[src/rtl/core/crbm_pkg.sv]
`timescale 1ns / 1ps
// ----------------------------------------------------------------------------
// crbm_pkg
// shared widths and the side-band bundle carried beside the root pipeline
// ----------------------------------------------------------------------------
package crbm_pkg;

	// coordinate and datapath widths
	localparam int CW    = 16;         // coordinate field width
	localparam int MW    = CW + 1;     // magnitude width, holds 32768
	localparam int PRODW = 2 * CW - 1; // |c| * max|c| is at most 2^30
	localparam int SUMW  = 2 * CW;     // sum of three squares stays below 2^32
	localparam int ROOTW = SUMW / 2;   // root bits, one per sqrt stage
	localparam int REMW  = ROOTW + 2;  // partial remainder of the root
	localparam int QW    = CW;         // quotient bits, one per divide stage
	localparam int RW    = SUMW;       // divide remainder width
	localparam int NLANE = 3;

	// per-point data that rides along the square-root stages
	typedef struct packed {
		logic [NLANE-1:0][PRODW-1:0] prod;
		logic [NLANE-1:0]            neg;
		logic                        zero;
	} side_t;

endpackage

[src/rtl/core/crbm_front.sv]
`timescale 1ns / 1ps
// ----------------------------------------------------------------------------
// crbm_front
// magnitudes, largest magnitude, squares, products and sum of squares
// ----------------------------------------------------------------------------
module crbm_front (
	input  logic                                        clk,
	input  logic                                        arst_n,
	input  logic                                        en,
	input  logic                                        in_valid,
	input  logic [crbm_pkg::NLANE-1:0][crbm_pkg::CW-1:0] coord,
	output logic                                        out_valid,
	output logic [crbm_pkg::SUMW-1:0]                   sum,
	output crbm_pkg::side_t                             side
);

	logic [3:0]                                         valid_q;
	logic [crbm_pkg::NLANE-1:0][crbm_pkg::MW-1:0]       mag_s1, mag_s2;
	logic [crbm_pkg::NLANE-1:0]                         neg_s1, neg_s2, neg_s3;
	logic [crbm_pkg::MW-1:0]                            mx_s2;
	logic [crbm_pkg::NLANE-1:0][crbm_pkg::PRODW-1:0]    sq_s3, prod_s3;
	logic [crbm_pkg::MW-1:0]                            mx01;
	logic [crbm_pkg::NLANE-1:0][2*crbm_pkg::MW-1:0]     sq_full, prod_full;
	logic [crbm_pkg::SUMW-1:0]                          sum_s4;
	crbm_pkg::side_t                                    side_s4;

	// valid bits, one per front stage
	always_ff @(posedge clk or negedge arst_n) begin
		if (!arst_n) begin
			valid_q <= '0;
		end else if (en) begin
			valid_q <= {valid_q[2:0], in_valid};
		end
	end

	// largest magnitude
	assign mx01 = (mag_s1[1] > mag_s1[0]) ? mag_s1[1] : mag_s1[0];

	// squares and products
	always_comb begin
		for (int i = 0; i < crbm_pkg::NLANE; i++) begin
			sq_full[i]   = mag_s2[i] * mag_s2[i];
			prod_full[i] = mag_s2[i] * mx_s2;
		end
	end

	// stages one to four
	always_ff @(posedge clk) begin
		if (en) begin
			for (int i = 0; i < crbm_pkg::NLANE; i++) begin
				neg_s1[i] <= coord[i][crbm_pkg::CW-1];
				mag_s1[i] <= coord[i][crbm_pkg::CW-1]
					? crbm_pkg::MW'(-$signed({coord[i][crbm_pkg::CW-1], coord[i]}))
					: {1'b0, coord[i]};
				sq_s3[i]   <= sq_full[i][crbm_pkg::PRODW-1:0];
				prod_s3[i] <= prod_full[i][crbm_pkg::PRODW-1:0];
			end
			mag_s2  <= mag_s1;
			neg_s2  <= neg_s1;
			mx_s2   <= (mag_s1[2] > mx01) ? mag_s1[2] : mx01;
			neg_s3  <= neg_s2;
			sum_s4  <= crbm_pkg::SUMW'(sq_s3[0]) + crbm_pkg::SUMW'(sq_s3[1])
				+ crbm_pkg::SUMW'(sq_s3[2]);
			side_s4.prod <= prod_s3;
			side_s4.neg  <= neg_s3;
			side_s4.zero <= (sq_s3[0] == '0) && (sq_s3[1] == '0) && (sq_s3[2] == '0);
		end
	end

	assign out_valid = valid_q[3];
	assign sum       = sum_s4;
	assign side      = side_s4;

endmodule

[config.mk]
export PLATFORM = sky130hd
export DESIGN_NAME = crbm_front
export DESIGN_NICKNAME = d
export VERILOG_FILES = /design/src/rtl/core/crbm_pkg.sv /design/src/rtl/core/crbm_front.sv
export SDC_FILE = /design/constraint.sdc
export NUM_CORES = 2
export LEC_CHECK = 0
export ABC_AREA = 1
export BUFFER_PORTS_ARGS = -buffer_cell sky130_fd_sc_hd__clkbuf_2
export CAP_MARGIN = 20
export CELL_PAD_IN_SITES_DETAIL_PLACEMENT = 1
export CELL_PAD_IN_SITES_GLOBAL_PLACEMENT = 2
export CORE_UTILIZATION = 25
export CTS_BUF_LIST = sky130_fd_sc_hd__clkbuf_4
export DETAILED_ROUTE_END_ITERATION = 10
export PLACE_DENSITY_LB_ADDON = 0.1
export SLEW_MARGIN = 20
export SYNTH_ARGS = -nofsm -noshare
export SYNTH_HDL_FRONTEND = slang
export SYNTH_SLANG_ARGS = --single-unit
[constraint.sdc]
create_clock -name clk -period 15.1 [get_ports clk]
set_clock_uncertainty 0.2 [all_clocks]
set_input_delay 0.755 -clock clk [delete_from_list [all_inputs] [get_ports clk]]
set_output_delay 0.755 -clock clk [all_outputs]
set_load 0.1 [all_outputs]
Word-level counts from Yosys, hierarchy flattened:

Index checks and enable logic that the tools add are counted.

* input port bits: 52
* logic and storage cells: 49
* register bits after elaboration: 447

* order comparisons: 2
* reductions and logical operators: 5
* multipliers: 6
* $add $sub $neg: 5
* multiplexer cells: 5

Operators by type and width (count)
* multiplier 17 x 17 -> 31 bit: 6
* logical NOT 31 bit: 3
* negation 16 -> 17 bit: 3
* two-way mux 15 bit: 3
* > comparator 17 bit: 2
* two-way mux 17 bit: 2
* adder 31 x 31 -> 32 bit: 1
* adder 32 x 31 -> 32 bit: 1
* logical AND 1 bit: 2

Longest topological paths before layout:

* word-level depth: 4
* gate-level depth with buffers: 28
* depth with buffers taken out: 26

Worst setup path after synthesis:

OpenSTA, ideal clock, no wires.

* path type: register to register
* from: reg mag_s2[15] (netlist bit)
* to: reg sq_s3[28] (netlist bit) (data pin)
* data required time: 14647 ps
* arrival time: 5308 ps
* clock period less this slack: 5761 ps
* stages on the path, launching flop included: 22
* path slack: 9339 ps
* buffers on the path: 2
* path through: edfxtp_1 -> clkbuf_1 -> buf_1 -> nand2_1 -> fa_1 -> fa_1 -> inv_1 -> fa_1 -> fa_1 -> fa_1 -> inv_1 -> fa_1 -> inv_1 -> ha_1 -> nand2_1 -> nor2_1 -> inv_1 -> nor2_1 -> nor2_1 -> or2_2 -> nand4_1 -> nand2_1

RTL lines
* from (decl): line crbm_front.sv:18 `logic [crbm_pkg::NLANE-1:0][crbm_pkg::MW-1:0] mag_s1, mag_s2;`
* from (signal assigned): line crbm_front.sv:58 `mag_s2 <= mag_s1;`
* to (signal, indexed assignment): line crbm_front.sv:55 `sq_s3[i] <= sq_full[i][crbm_pkg::PRODW-1:0];`
* to (decl): line crbm_front.sv:21 `logic [crbm_pkg::NLANE-1:0][crbm_pkg::PRODW-1:0] sq_s3, prod_s3;`

==> reports/qor.txt <==
Post-Synth XOR/XNOR Area = 2.63%
Slew @ Worst Pin = 1040 ps
GRT Overall Usage = 16.4%
CP Launch Type = flip-flop
Hold Crit Class = reg2reg
cts bufs inserted = 146
max cap viols = 0
multi-input logic area = 48400 µm²
first-pass GRT wire length = 368 mm
largest net degree at the start of global routing = 81
die area = 293000 µm²
Pre-antenna DRT Iters = 4
final hold violations = 0
Top delay family on crit path = adder cells
predominant post-synthesis flop cell = edfxtp_1
Mapped Area = 72600 µm²
relative slew slack = 30.6%
Hold WS = 139 ps
mean post-synth cell area = 8.45 µm²
post-route ant nets = 0
CTS tree = done
r2r setup slk = 8290 ps
crit path max-delay cell type = fa_1
dpl hpwl = 184 mm
final setup fails = 0
CP most frequent cell = fa_1
R2R cell count = 18
CP max stage delay = 560 ps
grt ovf = 0
Via density = 4.24
clk buf depth = 4
root buffer cell = clkbuf_4
post-route design area = 80400 µm²
via count = 53792
Sum Neg Setup Slack = 0 ps
RSZ-0062 raised after global routing = false
Die X = 541 µm
Seq/Total Area, Yosys = 18.3%
GP Congestion = 0.775
Yosys top cell by area = fa_1
placed cell area = 77800 µm²
core footprint = 288000 µm²
Slew Viols, Final = 0
Post-Synth Adder-Cell Area = 45.7%
later-pin clock latency in the skew report = 1170 ps
post-synthesis mux area share = 0.0310%
Buffers & Inverters on Critical Path = 5
Gate Count Post-Synth = 8590
via count of the first global-routing pass = 61510
Final #Nets = 10738
Post-Synth Simple-Gate Area = 14.8%
Final period util = 45.1%
final critical-path required period = 6810 ps
top cells by area, synth = fa_1 (35%), edfxtp_1 (18%), inv_1 (13%)
WS Path Type = reg2reg
Post-synth EDFFs = 440
Min-Delay Path Depth = 0
Crit. path cell count = 18
number of port buffers = 181
DRT iter0 DRCs = 1855
post-synthesis to final-layout area growth = 10.7%
critical path, cell by cell = buf_4 > buf_4 > nand2_1 > fa_1 > inv_1 > fa_1 > fa_1 > fa_1 > fa_1 > inv_1 > fa_1 > inv_1 > ha_1 > nand4_1 > nor2_1 > nand4_1 > nand3_1 > xor2_1
drt total wl = 233 mm
Chip Height = 541 µm
CP endpoint kind = flip-flop
Clk pin slew, worst setup/hold paths = 60 ps
Setup WS pre-CTS = 8400 ps
main combinational cell family by area after synthesis = adder cells
IO Pins = 182
DR WL/cell = 18.4 µm
row count = 197
status = finished clean
most common cell in the netlist = inv_1
Netlist cell types = 46
WP data arrival = 7340 ps
Yosys reg bits = 444
Layout fillers = 34087
Synth Area in Compound Gates = 3.46%
layout cell share with drive strength beyond 1 = 5.72%
fmax = 147 MHz
Initial Util = 25.2%
asr flop ratio synth = 0.901%
final worst slack = 8290 ps
DRC viols = 0
register area = 13300 µm²
CTS HTree Levels = 4
initial antenna violation count = 19
critical path fanouts, max = 30
CTS sink count = 444
Synth top cells by count = inv_1 (2586), nand2_1 (2044), fa_1 (1271)
top cell type's share of synthesized area = 35.0%
Critical Path RT = 15640 ps
synth warn = 0
==> sequential cells by signal, indices dropped and copies added, names as in the netlist <==
signal,count
neg_s3,3
mx_s2,17
neg_s1,3
mag_s2,51
sq_s3,90
sum,32
mag_s1,51
side,97
valid_q,4
neg_s2,3
prod_s3,93
==> layout by cell type, fill, tap and decap left out, drive strengths merged, types with 4 or more instances in the layout <==
cell type	Yosys	routed
o21ai	129	129
clkbuf	288	374
conb	1	6
nor4	33	33
dfrtp	4	4
fa	1271	1271
nand2	2046	2046
nand4	64	64
edfxtp	440	440
and2	7	7
nand2b	4	4
or2	9	9
o21a	14	14
xor2	153	153
and3	9	9
nand3	194	194
a21o	28	28
dlygate4sd3	0	95
o21bai	31	31
ha	621	621
nor2	265	265
buf	24	88
a21oi	236	236
clkinv	0	40
a21boi	8	8
nor3	38	38
nand3b	10	10
xnor2	65	65
inv	2587	2592
diode	0	4
==> logic make-up after synthesis <==
group | count (synthesis)
other | 1
buffers and inverters | 2899
multiplexers | 2
AO/OA/AOI/OAI | 455
adder cells (fa/ha/maj) | 1892
XOR/XNOR | 218
flip-flops | 444
AND/OR/NAND/NOR | 2679
==> per-layer routing <==
metal	GRT usage [%]	vias to the layer above	share of wire, %
met4	3.50	8	1.8
li1	-	25451	-
met5	0	-	0.023
met1	22.9	27526	49
met2	27.2	606	47
met3	1.66	201	2.7
==> metrics by stage <==
stage          util (%)  cells
4_1_cts            27.9  12669
5_1_grt            27.9  12671
2_1_floorplan         -   8595
3_3_place_gp       27.0  12332
3_5_place_dp       27.0  12332
6_report           27.9  12673
==> cell type report <==
type / count / area share [%]
clock inverter: 48 / 0.282
sequential: 444 / 16.6
antenna: 4 / 0.0124
timing repair buffer: 363 / 3.14
inverter: 2587 / 12.1
tap: 3781 / 5.88
multi-input combinational: 5252 / 60.2
clock buffer: 194 / 1.81
==> final timing paths <==
check | start | end
max in group asynchronous | arst_n | valid_q[1]
worst min register to register | prod_s3[36] | side[40]
worst max register to register | mx_s2[11] | prod_s3[52]
min in group asynchronous | arst_n | valid_q[3]
worst max-delay path | mx_s2[11] | prod_s3[52]
worst min-delay path | prod_s3[36] | side[40]
==> what timing repair did <==
item / in CTS / in global routing
buffers inserted: 0 / 0
endpoints found under the hold margin: 133 / 0
hold buffers: 95 / 0
resized for setup: 0 / 0
==> worst register-to-register path, stage by stage (launching register included) <==
cell and delay, ps:
edfxtp_1 320, buf_4 420, buf_4 530, nand2_1 160, fa_1 560, inv_1 50, fa_1 550, fa_1 450
fa_1 470, fa_1 500, inv_1 50, fa_1 470, inv_1 40, ha_1 410, nand4_1 260, nor2_1 420
nand4_1 170, nand3_1 220, xor2_1 110
Power is left out: the tool's default activity adds up to more than one toggle a clock period on the data nets, which glitch-free logic cannot reach.
