<file path="config.mk">
export PLATFORM = sky130hd
export DESIGN_NAME = crbm_sqrt
export DESIGN_NICKNAME = d
export VERILOG_FILES = /design/src/rtl/core/crbm_pkg.sv /design/src/rtl/core/crbm_sqrt.sv
export SDC_FILE = /design/constraint.sdc
export NUM_CORES = 2
export LEC_CHECK = 0
export ABC_AREA = 0
export ABC_CLOCK_PERIOD_IN_PS = 3400
export BUFFER_PORTS_ARGS = -buffer_cell sky130_fd_sc_hd__buf_2
export CORE_UTILIZATION = 40
export CTS_BUF_LIST = sky130_fd_sc_hd__clkbuf_4
export DETAILED_ROUTE_END_ITERATION = 6
export PLACE_DENSITY = 0.52
export SKIP_CTS_REPAIR_TIMING = 1
export SYNTH_ARGS = -nofsm -noshare
export SYNTH_HDL_FRONTEND = slang
export SYNTH_SLANG_ARGS = --single-unit
</file>
<file path="constraint.sdc">
create_clock -name clk -period 3.4 [get_ports clk]
set_input_delay 0.51 -clock clk [delete_from_list [all_inputs] [get_ports clk]]
set_output_delay 0.51 -clock clk [all_outputs]
set_load 0.1 [all_outputs]
</file>
<file path="src/rtl/core/crbm_pkg.sv">
`timescale 1ns / 1ps
// ----------------------------------------------------------------------------
// crbm_pkg
// shared widths and the side-band bundle carried beside the root pipeline
// ----------------------------------------------------------------------------
package crbm_pkg;

	// coordinate and datapath widths
	localparam int CW    = 16;         // coordinate field width
	localparam int MW    = CW + 1;     // magnitude width, holds 32768
	localparam int PRODW = 2 * CW - 1; // |c| * max|c| is at most 2^30
	localparam int SUMW  = 2 * CW;     // sum of three squares stays below 2^32
	localparam int ROOTW = SUMW / 2;   // root bits, one per sqrt stage
	localparam int REMW  = ROOTW + 2;  // partial remainder of the root
	localparam int QW    = CW;         // quotient bits, one per divide stage
	localparam int RW    = SUMW;       // divide remainder width
	localparam int NLANE = 3;

	// per-point data that rides along the square-root stages
	typedef struct packed {
		logic [NLANE-1:0][PRODW-1:0] prod;
		logic [NLANE-1:0]            neg;
		logic                        zero;
	} side_t;

endpackage

</file>
<file path="src/rtl/core/crbm_sqrt.sv">
`timescale 1ns / 1ps
// ----------------------------------------------------------------------------
// crbm_sqrt
// floor integer square root, one root bit per pipeline stage
// ----------------------------------------------------------------------------
module crbm_sqrt (
	input  logic                        clk,
	input  logic                        arst_n,
	input  logic                        en,
	input  logic                        in_valid,
	input  logic [crbm_pkg::SUMW-1:0]   rad,
	input  crbm_pkg::side_t             in_side,
	output logic                        out_valid,
	output logic [crbm_pkg::ROOTW-1:0]  root,
	output crbm_pkg::side_t             out_side
);

	localparam int N = crbm_pkg::ROOTW;

	logic [N:0]                   valid_s;
	logic [crbm_pkg::SUMW-1:0]    rad_s  [0:N];
	logic [crbm_pkg::REMW-1:0]    rem_s  [0:N];
	logic [crbm_pkg::ROOTW-1:0]   root_s [0:N];
	crbm_pkg::side_t              side_s [0:N];

	// stage zero is the input
	assign valid_s[0] = in_valid;
	assign rad_s[0]   = rad;
	assign rem_s[0]   = '0;
	assign root_s[0]  = '0;
	assign side_s[0]  = in_side;

	for (genvar k = 0; k < N; k++) begin : g_step
		logic [crbm_pkg::REMW-1:0] cur, trial;
		logic                      take;

		// bring down two radicand bits and try the next root bit
		assign cur   = {rem_s[k][crbm_pkg::REMW-3:0],
			rad_s[k][crbm_pkg::SUMW-1 -: 2]};
		assign trial = {root_s[k], 2'b01};
		assign take  = cur >= trial;

		always_ff @(posedge clk or negedge arst_n) begin
			if (!arst_n) begin
				valid_s[k+1] <= 1'b0;
			end else if (en) begin
				valid_s[k+1] <= valid_s[k];
			end
		end

		always_ff @(posedge clk) begin
			if (en) begin
				rad_s[k+1]  <= {rad_s[k][crbm_pkg::SUMW-3:0], 2'b00};
				rem_s[k+1]  <= take ? cur - trial : cur;
				root_s[k+1] <= {root_s[k][crbm_pkg::ROOTW-2:0], take};
				side_s[k+1] <= side_s[k];
			end
		end
	end

	assign out_valid = valid_s[N];
	assign root      = root_s[N];
	assign out_side  = side_s[N];

endmodule

</file>
# Yosys cells after proc, flatten, opt, wreduce, memory -nomap -nowiden
# Index checks and enable logic that the tools add are counted.
[classes]
add_sub_neg = 15
n_lt_le_gt_ge = 16
muxes = 15
[ops]
columns = ["op", "count"]
rows = [
  ["16-bit two-way mux", 14],
  ["18-bit by 10-bit >= comparator with 1-bit output", 1],
  ["18-bit by 11-bit >= comparator with 1-bit output", 1],
  ["18-bit by 12-bit >= comparator with 1-bit output", 1],
  ["18-bit by 13-bit >= comparator with 1-bit output", 1],
  ["18-bit by 14-bit >= comparator with 1-bit output", 1],
  ["18-bit by 15-bit >= comparator with 1-bit output", 1],
  ["18-bit by 16-bit >= comparator with 1-bit output", 1],
  ["18-bit by 17-bit >= comparator with 1-bit output", 1],
  ["18-bit by 3-bit >= comparator with 1-bit output", 1],
  ["18-bit by 4-bit >= comparator with 1-bit output", 1],
  ["18-bit by 5-bit >= comparator with 1-bit output", 1],
  ["18-bit by 6-bit >= comparator with 1-bit output", 1],
  ["18-bit by 7-bit >= comparator with 1-bit output", 1],
  ["18-bit by 8-bit >= comparator with 1-bit output", 1],
  ["18-bit by 9-bit >= comparator with 1-bit output", 1],
  ["16-bit by 10-bit subtractor with 16-bit output", 1],
  ["16-bit by 11-bit subtractor with 16-bit output", 1],
  ["16-bit by 12-bit subtractor with 16-bit output", 1],
  ["16-bit by 13-bit subtractor with 16-bit output", 1],
  ["16-bit by 14-bit subtractor with 16-bit output", 1],
  ["16-bit by 15-bit subtractor with 16-bit output", 1],
  ["16-bit subtractor", 1],
  ["16-bit by 3-bit subtractor with 16-bit output", 1],
  ["9 further kinds", 9],
]
[totals]
ff_bits = 2171
in_bits = 133
out_inout_bits = 114
wordCells = 189

# Depth between registers and ports, before layout
[logic_depth]
word_depth = 2
ltp_mapped = 11
depth_no_buf = 9

# Worst setup path before layout
# OpenSTA, ideal clock, no wires.
[synth_path]
path_kind = "reg-to-reg"
from = "register rem_s (netlist bit g_step[14].cur[2])"
to = "register rem_s (netlist bit g_step[15].cur[11]), data pin"
setup_time_ps = 260
t_arrival_ps = 2399
required_ps = 3140
slack_ps = 741
path_stages_with_launch = 10
path_buffers = 2
period_less_slack_ps = 2659
cell_sequence = "edfxtp_1 ha_1 nor2b_1 o31a_1 o311a_1 a211oi_1 o31a_1 buf_4 buf_6 mux2_2"
[synth_between]
elab_chain_cells = 2
word_cells_on_any_way = 3
cone_classes = "add/sub (1); order compare (1); mux (1)"
[synth_rtl]
columns = ["item", "line", "source"]
rows = [
  ["start: declaration", "crbm_sqrt.sv:22", "logic [crbm_pkg::REMW-1:0] rem_s [0:N];"],
  ["start signal: indexed assignment", "crbm_sqrt.sv:54", "rem_s[k+1] <= take ? cur - trial : cur;"],
  ["16-bit subtractor or 18-bit by 16-bit >= comparator with 1-bit output (tied branches)", "crbm_sqrt.sv:54, crbm_sqrt.sv:41", ""],
  ["16-bit two-way mux *", "crbm_sqrt.sv:54", ""],
]
# Every way passes the cells marked *; elsewhere a longest branch is shown, timed or not.
# A chain may end at the register's enable or synchronous reset.

# Worst setup path in the final report
[layout_path]
from = "register rem_s (netlist bit g_step[14].cur[11])"
to = "register rem_s (netlist bit g_step[15].cur[6]), data pin"
[layout_between]
elab_chain_cells = 2
[layout_rtl]
columns = ["item", "line", "source"]
rows = [
  ["18-bit by 16-bit >= comparator with 1-bit output", "crbm_sqrt.sv:41", "assign take = cur >= trial;"],
  ["16-bit two-way mux", "crbm_sqrt.sv:54", ""],
]
# Every way passes these cells.

==> metrics.txt <==
Ys Warns 0; clock power share 36.0%; asr flop ratio synth 0.738%; share of cells above drive strength 1 25.0%; # DRC 42; Port Buffers 246; initial core utilization 40.4%; Least-Margin Pin Slew 0.776 ns; clk sinks 2168; Sw Share 22.7%; Leakage 0.0328 uW; sequential power share 55.9%; Comb pwr share 8.1%; Final Slew Violations 0; via count 34300; DPL Wire Length 60400 um; Die ar. 192000 um2; Post-synth EDFFs 2152; CTS root buf clkbuf_4; CTS tree done; DRT iter0 DRCs 1588; fin crit share 91.0%; most frequent cells in the layout edfxtp_1, clkbuf_4, dlygate4sd3_1, buf_2, inv_1; vias in the first global route 34900; Max Clk Rate 323 MHz; violated checks design-rule violations; Power Total 58200 uW; Overall Global Routing Usage 11.0%; Worst Path Arrival 4.09 ns; FF+latch count, synth 2168; htree depth 6; Worst Hold Class in -> reg; clock transition at the registers of the reported paths 0.06 ns; initial antenna violation count 5; Top FF cell, synth edfxtp_1; Core ar. 188000 um2; MaxCap Viol Count 0; Synth top area share 85.1%; final WL 108000 um; GRT busiest layer met2; Worst Setup Path Type reg -> reg; GPL Wtd Cong 0.846; Hold Path Depth 2; Peak VDD IR 0.000338 V; CP Launch Type flop; critical path's slowest cell a2111oi_0; unrepaired setup endpoints after global routing no; grt total ovfl 0; clock skew 0.0753 ns; # nets final 5058; worst-case clock buffer depth 4; critical-path maximum fanout 17; Worst slew margin 46.9%; CP cell instances ha_1 -> a21oi_2 -> o21ai_1 -> a21o_1 -> a2111oi_0 -> o31a_1 -> buf_4 -> mux2_2; commonest non-fill, non-tap cell in the layout edfxtp_1; sw power 13200 uW; post-route setup TNS 0 ns; num ports 247; Post-Syn Instances 3737; final worst slack 0.307 ns; Place WS 0.326 ns; GR Util met3 3.96%; Final setup violation count 0; Final min period 3.09 ns; CTS Buf Count 576; Largest stage delay, worst path 0.61 ns; routed len/inst 14.3 um; Mean Syn Cell Area 20.3 um2; grt met1 use 12.8%; internal cell power 45000 uW; Setup crit end kind flop; first-pass GRT wire length 170000 um; DR pass1 iterations 7; site row count 159; Hold Violations, Final 0; post-synth top area cell edfxtp_1; status finished with violations; synth-to-layout area growth 17.9%; Vias per Instance 4.51; Crit. path cell count 8; Power Dens Cells 650 nW/um2; fill cell count 16200; met2 GRT Util 17.5%; register area share after synthesis 85.6%; Buffers & Inverters on Critical Path 1; Req. time, crit path 4.40 ns; pin count of the biggest net entering global routing 123; Final ANT Viol Nets 0; die span in x 438 um; Worst-Skew Late Latency 1.29 ns; Mapped Nets 4022; CP top delay family compound AO/OA/AOI/OAI gates; post-synth cell types 85; R2R depth 8; post-synthesis cell area 76000 um2; Area contributors post-synth edfxtp_1, ha_1, mux2_2, xnor2_1, buf_4; die height 438 um
-- power groups by stage --
stage,clock (uW),combinational [uW],sequential (uW)
after floorplan,0,3080,32900
after global placement,0,4420,33000
after detailed placement,0,4480,33100
after CTS,22300,4510,32500
after global routing,23500,5190,32700
final,21000,4710,32500
-- registers in the layout, summed over array words and instances (netlist names) --
signal	count
rad_s	210
out_valid	1
out_side	97
root	16
side_s	1455
g_step.trial	120
valid_s	15
g_step.cur	254
-- metrics by stage --
stage | hold WS, ns | cell area [um2] | instances | utilization [%]
floorplan | 0.214 | 76000 | 3737 | -
global placement | 0.400 | 80300 | 6425 | 42.6
detailed placement | 0.405 | 80300 | 6425 | 42.6
CTS | -1.12 | 86900 | 7328 | 46.2
global route | 0.124 | 89600 | 7597 | 47.6
finish | 0.344 | 89600 | 7599 | 47.6
-- per-layer routing --
| layer | share of wire [%] | up-vias | wire length [um] |
|---|---|---|---|
| met5 | 0.018 | - | 20 |
| met4 | 3.4 | 2 | 3640 |
| met3 | 5.5 | 279 | 5970 |
| met2 | 48 | 776 | 52400 |
| met1 | 43 | 16400 | 46300 |
| li1 | - | 16800 | - |
-- cells in the mapped netlist, types with 13 or more instances --
cell         n
and3_1      13
mux2_2      86
nand2_1     76
edfxtp_1  2152
nor2b_1     19
or3_1       16
buf_4      102
inv_1      178
nand3_1     26
xor2_1      63
nand4_1     25
ha_1       152
nand2b_1    32
xnor2_1     95
a211oi_1    19
nor4_1      17
o21a_1      35
a21oi_1    125
a21o_1      27
nor3_1      44
o21ai_0     72
dfrtp_1     16
nor2_1     129
-- final cells by class --
| cell class | count | area [um2] | area share [%] |
|---|---|---|---|
| clock buffer | 799 | 6000 | 6.70 |
| inverter | 181 | 679 | 0.759 |
| sequential | 2168 | 65000 | 72.6 |
| clock inverter | 104 | 633 | 0.707 |
| timing repair buffer | 579 | 4700 | 5.24 |
| tap | 2495 | 3120 | 3.49 |
| antenna | 6 | 15.0 | 0.0168 |
| multi-input combinational | 1267 | 9400 | 10.5 |
-- logic make-up (layout without fill, tap and decap cells) --
logic type      Yosys count  in the layout  share of synthesized area (%)
simple gates            464            464                           3.23
xor+xnor                158            158                           1.82
buf+inv                 302           1663                           2.03
compound gates          393            393                           3.36
other cells               1              7                        0.00494
mux                      99             99                           1.45
fa+ha+maj               152            152                           2.50
flops                  2168           2168                           85.6
-- worst paths after layout --
kind	to	slack (ns)	startpoint
hold reg to reg	rad_s[283]$_DFFE_PP_	0.36	rad_s[313]$_DFFE_PP_
max in group asynchronous	valid_s[5]$_DFFE_PN0P_	2.52	arst_n
setup / recovery	g_step[15].cur[6]$_DFFE_PP_	0.31	g_step[14].cur[11]$_DFFE_PP_
hold / removal	side_s[1201]$_DFFE_PP_	0.34	en
min in group asynchronous	valid_s[1]$_DFFE_PN0P_	0.40	arst_n
setup reg to reg	g_step[15].cur[6]$_DFFE_PP_	0.31	g_step[14].cur[11]$_DFFE_PP_
-- worst reg2reg max path, stage by stage (launching register included) --
cell       delay (ns)
edfxtp_1         0.41
ha_1             0.40
a21oi_2          0.21
o21ai_1          0.13
a21o_1           0.19
a2111oi_0        0.61
o31a_1           0.24
buf_4            0.25
mux2_2           0.37
Power figures use the tool's default switching activity.
