[src/rtl/core/crbm_pkg.sv]
`timescale 1ns / 1ps
// ----------------------------------------------------------------------------
// crbm_pkg
// shared widths and the side-band bundle carried beside the root pipeline
// ----------------------------------------------------------------------------
package crbm_pkg;

	// coordinate and datapath widths
	localparam int CW    = 16;         // coordinate field width
	localparam int MW    = CW + 1;     // magnitude width, holds 32768
	localparam int PRODW = 2 * CW - 1; // |c| * max|c| is at most 2^30
	localparam int SUMW  = 2 * CW;     // sum of three squares stays below 2^32
	localparam int ROOTW = SUMW / 2;   // root bits, one per sqrt stage
	localparam int REMW  = ROOTW + 2;  // partial remainder of the root
	localparam int QW    = CW;         // quotient bits, one per divide stage
	localparam int RW    = SUMW;       // divide remainder width
	localparam int NLANE = 3;

	// per-point data that rides along the square-root stages
	typedef struct packed {
		logic [NLANE-1:0][PRODW-1:0] prod;
		logic [NLANE-1:0]            neg;
		logic                        zero;
	} side_t;

endpackage

[src/rtl/core/crbm_div.sv]
`timescale 1ns / 1ps
// ----------------------------------------------------------------------------
// crbm_div
// three-lane restoring divide, one quotient bit per stage, then sign apply
// ----------------------------------------------------------------------------
module crbm_div (
	input  logic                                         clk,
	input  logic                                         arst_n,
	input  logic                                         en,
	input  logic                                         in_valid,
	input  logic [crbm_pkg::ROOTW-1:0]                   root_len,
	input  crbm_pkg::side_t                              in_side,
	output logic                                         out_valid,
	output logic [crbm_pkg::NLANE-1:0][crbm_pkg::CW-1:0] mapped
);

	localparam int N = crbm_pkg::QW;

	logic [N:0]                                        valid_s;
	logic [crbm_pkg::ROOTW-1:0]                        d_s   [0:N];
	logic [crbm_pkg::NLANE-1:0][crbm_pkg::RW-1:0]      r_s   [0:N];
	logic [crbm_pkg::NLANE-1:0][crbm_pkg::QW-1:0]      q_s   [0:N];
	logic [crbm_pkg::NLANE-1:0]                        neg_s [0:N];
	logic [N:0]                                        zero_s;
	logic                                              valid_o_q;
	logic [crbm_pkg::NLANE-1:0][crbm_pkg::CW-1:0]      mapped_q;

	// stage zero is the input
	assign valid_s[0] = in_valid;
	assign d_s[0]     = root_len;
	assign neg_s[0]   = in_side.neg;
	assign zero_s[0]  = in_side.zero;
	assign q_s[0]     = '0;
	always_comb begin
		for (int i = 0; i < crbm_pkg::NLANE; i++) begin
			r_s[0][i] = crbm_pkg::RW'(in_side.prod[i]);
		end
	end

	for (genvar k = 0; k < N; k++) begin : g_bit
		localparam int SH = N - 1 - k;
		logic [crbm_pkg::RW-1:0]    dsh;
		logic [crbm_pkg::NLANE-1:0] take;

		// compare each remainder with the divisor at this bit weight
		assign dsh = crbm_pkg::RW'(d_s[k]) << SH;
		always_comb begin
			for (int i = 0; i < crbm_pkg::NLANE; i++) begin
				take[i] = r_s[k][i] >= dsh;
			end
		end

		always_ff @(posedge clk or negedge arst_n) begin
			if (!arst_n) begin
				valid_s[k+1] <= 1'b0;
			end else if (en) begin
				valid_s[k+1] <= valid_s[k];
			end
		end

		always_ff @(posedge clk) begin
			if (en) begin
				for (int i = 0; i < crbm_pkg::NLANE; i++) begin
					r_s[k+1][i] <= take[i] ? r_s[k][i] - dsh : r_s[k][i];
					q_s[k+1][i] <= {q_s[k][i][crbm_pkg::QW-2:0], take[i]};
				end
				d_s[k+1]    <= d_s[k];
				neg_s[k+1]  <= neg_s[k];
				zero_s[k+1] <= zero_s[k];
			end
		end
	end

	// output register: restore signs, zero point passes as zero
	always_ff @(posedge clk or negedge arst_n) begin
		if (!arst_n) begin
			valid_o_q <= 1'b0;
		end else if (en) begin
			valid_o_q <= valid_s[N];
		end
	end

	always_ff @(posedge clk) begin
		if (en) begin
			for (int i = 0; i < crbm_pkg::NLANE; i++) begin
				if (zero_s[N]) begin
					mapped_q[i] <= '0;
				end else if (neg_s[N][i]) begin
					mapped_q[i] <= crbm_pkg::CW'(-q_s[N][i]);
				end else begin
					mapped_q[i] <= crbm_pkg::CW'(q_s[N][i]);
				end
			end
		end
	end

	assign out_valid = valid_o_q;
	assign mapped    = mapped_q;

endmodule
[config.mk]
export PLATFORM = sky130hd
export DESIGN_NAME = crbm_div
export DESIGN_NICKNAME = d
export VERILOG_FILES = /design/src/rtl/core/crbm_pkg.sv /design/src/rtl/core/crbm_div.sv
export SDC_FILE = /design/constraint.sdc
export NUM_CORES = 2
export LEC_CHECK = 0
export BUFFER_PORTS_ARGS = -buffer_cell sky130_fd_sc_hd__clkbuf_2
export CAP_MARGIN = 20
export CELL_PAD_IN_SITES_DETAIL_PLACEMENT = 0
export CELL_PAD_IN_SITES_GLOBAL_PLACEMENT = 1
export CORE_MARGIN = 3
export CORE_UTILIZATION = 35
export CTS_CLUSTER_DIAMETER = 80
export DETAILED_ROUTE_END_ITERATION = 8
export GPL_TIMING_DRIVEN = 0
export PLACE_DENSITY = 0.68
export SLEW_MARGIN = 20
export SYNTH_ARGS = -nofsm -noshare
export SYNTH_HDL_FRONTEND = slang
export SYNTH_SLANG_ARGS = --single-unit
[constraint.sdc]
create_clock -name clk -period 4.99 [get_ports clk]
set_input_delay 1.2475 -clock clk [delete_from_list [all_inputs] [get_ports clk]]
set_output_delay 1.2475 -clock clk [all_outputs]
set_load 0.02 [all_outputs]
* Word level (Yosys, flattened, before mapping)
Cells that the tools add are included.
** Storage, ports and cells
- Bits in registers :: 2217
- Word-level logic and storage cells :: 307
- Input port bits :: 117
- Output and inout port bits :: 49
** Cells by class
- Order comparisons :: 48
- Mux-type cells :: 48
- $add $sub $neg :: 48
** Operator list (count)
- $mux 32 :: 42
- $ge 32x16->1 :: 3
- $ge 32x17->1 :: 3
- $ge 32x18->1 :: 3
- $ge 32x19->1 :: 3
- $ge 32x20->1 :: 3
- $ge 32x21->1 :: 3
- $ge 32x22->1 :: 3
- $ge 32x23->1 :: 3
- $ge 32x24->1 :: 3
- $ge 32x25->1 :: 3
- $ge 32x26->1 :: 3
- $ge 32x27->1 :: 3
- $ge 32x28->1 :: 3
- $ge 32x29->1 :: 3
- $ge 32x30->1 :: 3
- $sub 31x31->32 :: 3
- $sub 32x17->32 :: 3
- $sub 32x18->32 :: 3
- $sub 32x19->32 :: 3
- $sub 32x20->32 :: 3
- $sub 32x21->32 :: 3
- $sub 32x22->32 :: 3
- $sub 32x23->32 :: 3
- other kinds (11) :: 33

* Depth between registers and ports, before layout
- Depth after elaboration :: 2
- Mapped depth :: 14
- Gate-level depth less buffers :: 13

* Least setup slack after synthesis
No wires, ideal clock.
- Path type :: input-to-reg
- From :: input root_len[8] (netlist name)
- To :: register r_s[1459] (netlist name) (data pin)
- Buffers on the path :: 1
- Slack :: 1089 ps
- Required time :: 4728 ps
- Data arrival time :: 3639 ps
- Cell stages on the path :: 10
- Library setup time :: 262 ps
- Cell sequence :: inv_1 > ha_1 > a2111o_1 > a211oi_1 > nor3_1 > a21oi_1 > o21ai_1 > a221oi_1 > clkbuf_1 > mux2_1
** Between the ends
- Word-level cells in the longest chain between the ends :: 2
** Ends and longest elaborated chain
- start, declared :: line crbm_div.sv:11 : input logic [crbm_pkg::ROOTW-1:0] root_len,
- $ge 31x31->1 :: line crbm_div.sv:49 : take[i] = r_s[k][i] >= dsh;
- $mux 31 :: line crbm_div.sv:64 : r_s[k+1][i] <= take[i] ? r_s[k][i] - dsh : r_s[k][i];
- end signal, assigned by index :: line crbm_div.sv:64
- end, declared :: line crbm_div.sv:21 : logic [crbm_pkg::NLANE-1:0][crbm_pkg::RW-1:0] r_s [0:N];
Every way passes these cells.
A chain may end at the register's enable or synchronous reset.

* Final worst setup path
- From :: register d_s[129] (netlist name)
- To :: register r_s[680] (netlist name) (data pin)
** Between the ends
- Word-level cells in the longest chain between the ends :: 2
- Elaborated cells on any way between the ends :: 3
- Those cells by class :: 1 x add/sub; 1 x order compare; 1 x mux
** Ends and longest elaborated chain
- start, declared :: line crbm_div.sv:20 : logic [crbm_pkg::ROOTW-1:0] d_s [0:N];
- start signal, assigned by index :: line crbm_div.sv:67 : d_s[k+1] <= d_s[k];
- $sub 32x23->32 or $ge 32x23->1 (tied branches) :: line crbm_div.sv:64, crbm_div.sv:49
- $mux 32 (*) :: line crbm_div.sv:64
Every way passes the cells marked *; elsewhere a longest branch is shown, timed or not.

==> run summary <==
No sink is reached through more buffers than the 4 on the longest clock path. The cell count after synthesis came out at 10142. After synthesis, the cell types taking the most area are sky130_fd_sc_hd__edfxtp_1, sky130_fd_sc_hd__ha_1, sky130_fd_sc_hd__xnor2_1, sky130_fd_sc_hd__xor2_1, sky130_fd_sc_hd__a21oi_1. Summed over all cells, the static leakage comes to 50.2 nW.

CTS clock-pin slew for the worst setup and hold paths: 60 ps. Of the total power, the share spent switching nets is 34.0%. The buffers plus inverters on the worst setup path works out to 3. In the final routing, the length of wire on met1 measures 123 mm. For the worst setup path, the data required time is 5580 ps.

In the final routed layout, each cell accounts on average for 22.7 µm. The overall global routing resource usage was 19.7%; the yosys synthesis warning count was 0. For this configuration, the core starts out at a cell density of 35.2%.

The largest fanout of any net on the critical path was 10; the CTS buffer count was 270. A synthesized cell averages 11.7 µm². Critical path endpoint category: a flop.

In this run the standard cell core region covers 337000 µm². The routed design uses 185 mm of met2 wire. The shortest clock period the worst path allows after layout works out to 4670 ps. The run gives 0 as the final count of negative-setup-slack endpoints.

The overall power of the completed layout was 74.4 mW. TritonCTS built the clock tree. For the pin with the worst max-slew slack, the measured transition is 1130 ps. The die width came out at 589 µm. For this run, design rule violations remaining after detail routing come to 0.

At the worst endpoint, the arrival time is 5260 ps. The startpoint type of the worst setup path is a flop. The path class of the tightest hold or removal check is in2async.

The signal on the critical path passes through inv_1 > ha_1 > nor2b_1 > o21bai_1 > a31o_1 > nand3_1 > a2111oi_0 > clkbuf_1 > clkbuf_1 > o21ai_1. The run finished with clean final reports. The first routing iteration left 4749 violations.

By startpoint and endpoint, the worst setup path is classified as reg2reg. The startpoint identified for the worst register-to-register timing path is d_s[129]. Of the post-synthesis cell area, the dominant cell type holds 55.6%. For the maximum resistive drop on vdd, the log shows 0.257 mV.

After synthesis, the share of cell area in mux cells is 1.51%. The share of async-settable or async-resettable flops after synthesis came out at 0.767%. In this run the remaining antenna-violating nets after routing total 0. The top metal layer carrying routed signals was met4. The post-layout net count is 11539, and the number of synthesized register bits is 2217.

The wire length reported by the detailed router is 348 mm, and the fraction of power consumed by the clock network is 26.8%. The design area is 135000 µm². The slowest stage of the critical path belongs to the cell sky130_fd_sc_hd__a2111oi_0. The run gives 78415 as the detailed-route via count. Power spread over the standard cell area amounts to 550 nW/µm². Once placement finished, the instance area stood at 126000 µm². The sequential element share of the synthesized area is 55.9%, and the count of different cell masters after synthesis is 93. Proportion of layout cells with a drive suffix above 1: 6.47%. The run gives 80974 as the number of global-route vias before repair. The worst register-to-register path ends at r_s[680]. The area fraction in compound gates after synthesis is 12.7%. In this run the cell area of the synthesized design comes to 119000 µm². Across the run, the number of max-cap violations was 0. For the initial antenna violation count, the log shows 11.

The H-tree was split into 5 levels. The largest stage delay on the critical path is 880 ps, and the area enclosed by the die boundary is 347000 µm². The count of final max-slew check failures is 0. The signed area change from the synthesized netlist to the final layout works out to 13.7%. Worst-case headroom to the max-slew limit: 24.3%. The combinational family with the most area after synthesis was compound AO/OA/AOI/OAI gates.

After filler insertion, the fill cell instance count of the layout stands at 31925. Top flip-flop cell by instance count after synthesis: sky130_fd_sc_hd__edfxtp_1. In this run the count of I/O pins placed on the die edge is 166.

Counting stages on the worst path, the most repeated cell is sky130_fd_sc_hd__clkbuf_1. The mean number of vias per cell was 5.11; the wire length of the first global-routing pass was 516 mm. Synthesized-area fraction occupied by adder cells: 8.87%. Once detailed placement completed, the half-perimeter wirelength came to 282 mm.

The tools report the cell at the root of the clock tree as sky130_fd_sc_hd__clkbuf_16. The fraction of synthesized cell area in xor and xnor cells is 6.90%, and the hold violation total from the final report is 0. Measured along the y axis, the die boundary spans 589 µm.

The tools report the maximum number of pins on one net before global-route repair as 103. The number of core rows came out at 213. The post-synthesis simple-gate area fraction is 11.8%. The number of synthesized flops with an enable pin was 2200.

The insertion delay of the later-clocked pin in the worst-skew pair came out at 890 ps. The run gives 11075 as the net count after synthesis. Setup repair after global routing left no endpoint under its margin. The number of clock sinks seen by CTS was 2217; the worst reg2reg path depth was 10. In this run, the combinational gates consume 34.0% of the power. The maximum operating frequency is 0.214 GHz.

The cell accounting for the most synthesized area was sky130_fd_sc_hd__edfxtp_1. At the end of routability-driven placement, the weighted congestion stood at 0.941. The setup check on the worst reg-to-reg path leaves a slack of 320 ps.

The internal portion of the total power is 49.1 mW. The detailed-routed wire length on met3 is 9.47 mm, and the fraction of power consumed by sequential logic is 39.2%. The worst path uses 93.7% of the clock period. The total overflow left after global routing is 0. The kind of cell with the highest combined delay on the critical path was compound AO/OA/AOI/OAI gates.

For this run, the detailed router's first-pass iteration total came to 5. Worst clock skew on the final layout: 42.3 ps. For this design the total switching power over the nets is 25.3 mW.

In this run the tool buffered the top-level ports with 165 buffer cells.
[area by class of cell]
class / instances / area [µm²] / share of cell area (%)
sequential: 2217 / 66500 / 49.2
multi-input combinational: 7199 / 49700 / 36.8
clock buffer: 323 / 7100 / 5.26
tap: 4515 / 5650 / 4.18
inverter: 531 / 1990 / 1.47
clock inverter: 155 / 1860 / 1.38
timing repair buffer: 192 / 1520 / 1.12
buffer: 195 / 748 / 0.554
antenna: 31 / 77.6 / 0.0574
[kinds of logic (layout without fill, tap and decap cells)]
group                    Yosys count  in the layout
AND/OR/NAND/NOR                 2862           2862
AO/OA/AOI/OAI                   2423           2423
flip-flops                      2217           2217
XOR/XNOR                         936            936
adder cells (fa/ha/maj)          816            816
buffers and inverters            726           1396
multiplexers                     162            162
other                              0             31
[per-stage QoR]
| stage | utilization [%] | setup slack [ps] | cells | TNS, ps | hold WS, ps |
|---|---|---|---|---|---|
| 6_report | 40.1 | 317 | 15358 | 0 | 307 |
| 5_1_grt | 40.1 | 41.9 | 15351 | 0 | 273 |
| 4_1_cts | 40.0 | 110 | 15327 | 0 | 214 |
| 3_5_place_dp | 37.4 | -448 | 14849 | -7670 | 405 |
| 3_3_place_gp | 37.2 | -35980 | 14822 | - | 400 |
| 2_1_floorplan | - | 1090 | 10142 | 0 | 400 |
[worst register-to-register path, stage by stage (launching register included)]
cell and delay (ps):
sky130_fd_sc_hd__edfxtp_1 700, sky130_fd_sc_hd__inv_1 380, sky130_fd_sc_hd__ha_1 410, sky130_fd_sc_hd__nor2b_1 140
sky130_fd_sc_hd__o21bai_1 190, sky130_fd_sc_hd__a31o_1 290, sky130_fd_sc_hd__nand3_1 200, sky130_fd_sc_hd__a2111oi_0 880
sky130_fd_sc_hd__clkbuf_1 570, sky130_fd_sc_hd__clkbuf_1 480, sky130_fd_sc_hd__o21ai_1 150
[cell usage in the layout (no fill, tap or decap), types with 31 or more instances in the layout]
| cell type | instances |
|---|---|
| sky130_fd_sc_hd__mux2_1 | 107 |
| sky130_fd_sc_hd__inv_1 | 500 |
| sky130_fd_sc_hd__a21o_1 | 296 |
| sky130_fd_sc_hd__or3_1 | 95 |
| sky130_fd_sc_hd__nor4_1 | 157 |
| sky130_fd_sc_hd__or4_1 | 46 |
| sky130_fd_sc_hd__nor2_1 | 708 |
| sky130_fd_sc_hd__xnor2_1 | 485 |
| sky130_fd_sc_hd__xor2_1 | 450 |
| sky130_fd_sc_hd__nor2b_1 | 120 |
| sky130_fd_sc_hd__o21ai_0 | 172 |
| sky130_fd_sc_hd__clkinv_1 | 45 |
| sky130_fd_sc_hd__clkinv_2 | 35 |
| sky130_fd_sc_hd__bufinv_16 | 37 |
| sky130_fd_sc_hd__o21ai_1 | 521 |
| sky130_fd_sc_hd__mux2_2 | 36 |
| sky130_fd_sc_hd__nand4_1 | 119 |
| sky130_fd_sc_hd__a31oi_1 | 73 |
| sky130_fd_sc_hd__edfxtp_1 | 2200 |
| sky130_fd_sc_hd__and3_1 | 56 |
| sky130_fd_sc_hd__nand2_1 | 803 |
| sky130_fd_sc_hd__a21oi_1 | 677 |
| sky130_fd_sc_hd__clkbuf_1 | 219 |
| sky130_fd_sc_hd__nand2b_1 | 127 |
| sky130_fd_sc_hd__nand3_1 | 153 |
| sky130_fd_sc_hd__nor3_1 | 256 |
| sky130_fd_sc_hd__o31ai_1 | 77 |
| sky130_fd_sc_hd__o21bai_1 | 67 |
| sky130_fd_sc_hd__diode_2 | 31 |
| sky130_fd_sc_hd__fa_1 | 45 |
| sky130_fd_sc_hd__clkbuf_16 | 276 |
| sky130_fd_sc_hd__ha_1 | 771 |
| sky130_fd_sc_hd__o211ai_1 | 56 |
| sky130_fd_sc_hd__o21a_1 | 107 |
| sky130_fd_sc_hd__clkbuf_2 | 167 |
| sky130_fd_sc_hd__a211oi_1 | 69 |
[how the worst max path moves through the flow]
stage / endpoint / depth (start not counted) / start
global route: r_s[1133] / 12 / d_s[193]
CTS: r_s[630] / 12 / d_s[112]
finish: r_s[680] / 10 / d_s[129]
global placement: q_s[736] / 1 / en
detailed placement: valid_s[2] / 9 / en
floorplan: r_s[1459] / 10 / root_len[8]
[layer usage]
metal,GRT usage [%],vias up
li1,-,39084
met1,19.5,37053
met2,37.4,1554
met3,2.18,724
met4,14.9,0
met5,0,-
[synth_stat cells, drive strengths merged, types with 28 or more instances]
cell	n
o21ai	694
a21o	296
nand2	803
or2	47
xor2	451
and2	31
inv	530
nand4	119
fa	45
and3	56
nand3	153
nor2b	120
a211oi	69
edfxtp	2200
xnor2	485
a21oi	679
ha	771
o21bai	67
a2111oi	28
nor2	708
nand4b	28
clkbuf	177
nor4	160
a21boi	29
or3	95
or4	46
nand2b	127
o31ai	78
o21a	107
nor3	257
o211ai	56
a31oi	73
mux2	143
[registers in the layout (all words and copies together), names as in the netlist]
| signal | cells |
|---|---|
| zero_s | 16 |
| q_s | 408 |
| out_valid | 1 |
| mapped | 48 |
| r_s | 1440 |
| neg_s | 48 |
| valid_s | 16 |
| d_s | 240 |
[repair_timing]
item                                    CTS  global route
hold buffers                              0             0
cloned                                    0             0
endpoints found under the setup margin   21             2
gates resized for setup                   3             1
buffers inserted                          0             0
[power by group through the flow]
stage,Clock (mW),Combinational (mW),Sequential [mW]
after floorplan,0,19.0,28.3
after global placement,0,25.2,31.2
after detailed placement,0,25.3,29.5
after CTS,20.6,25.4,29.2
after global routing,21.4,28.3,29.6
final,19.9,25.3,29.2
(Power assumes the default switching activity.)
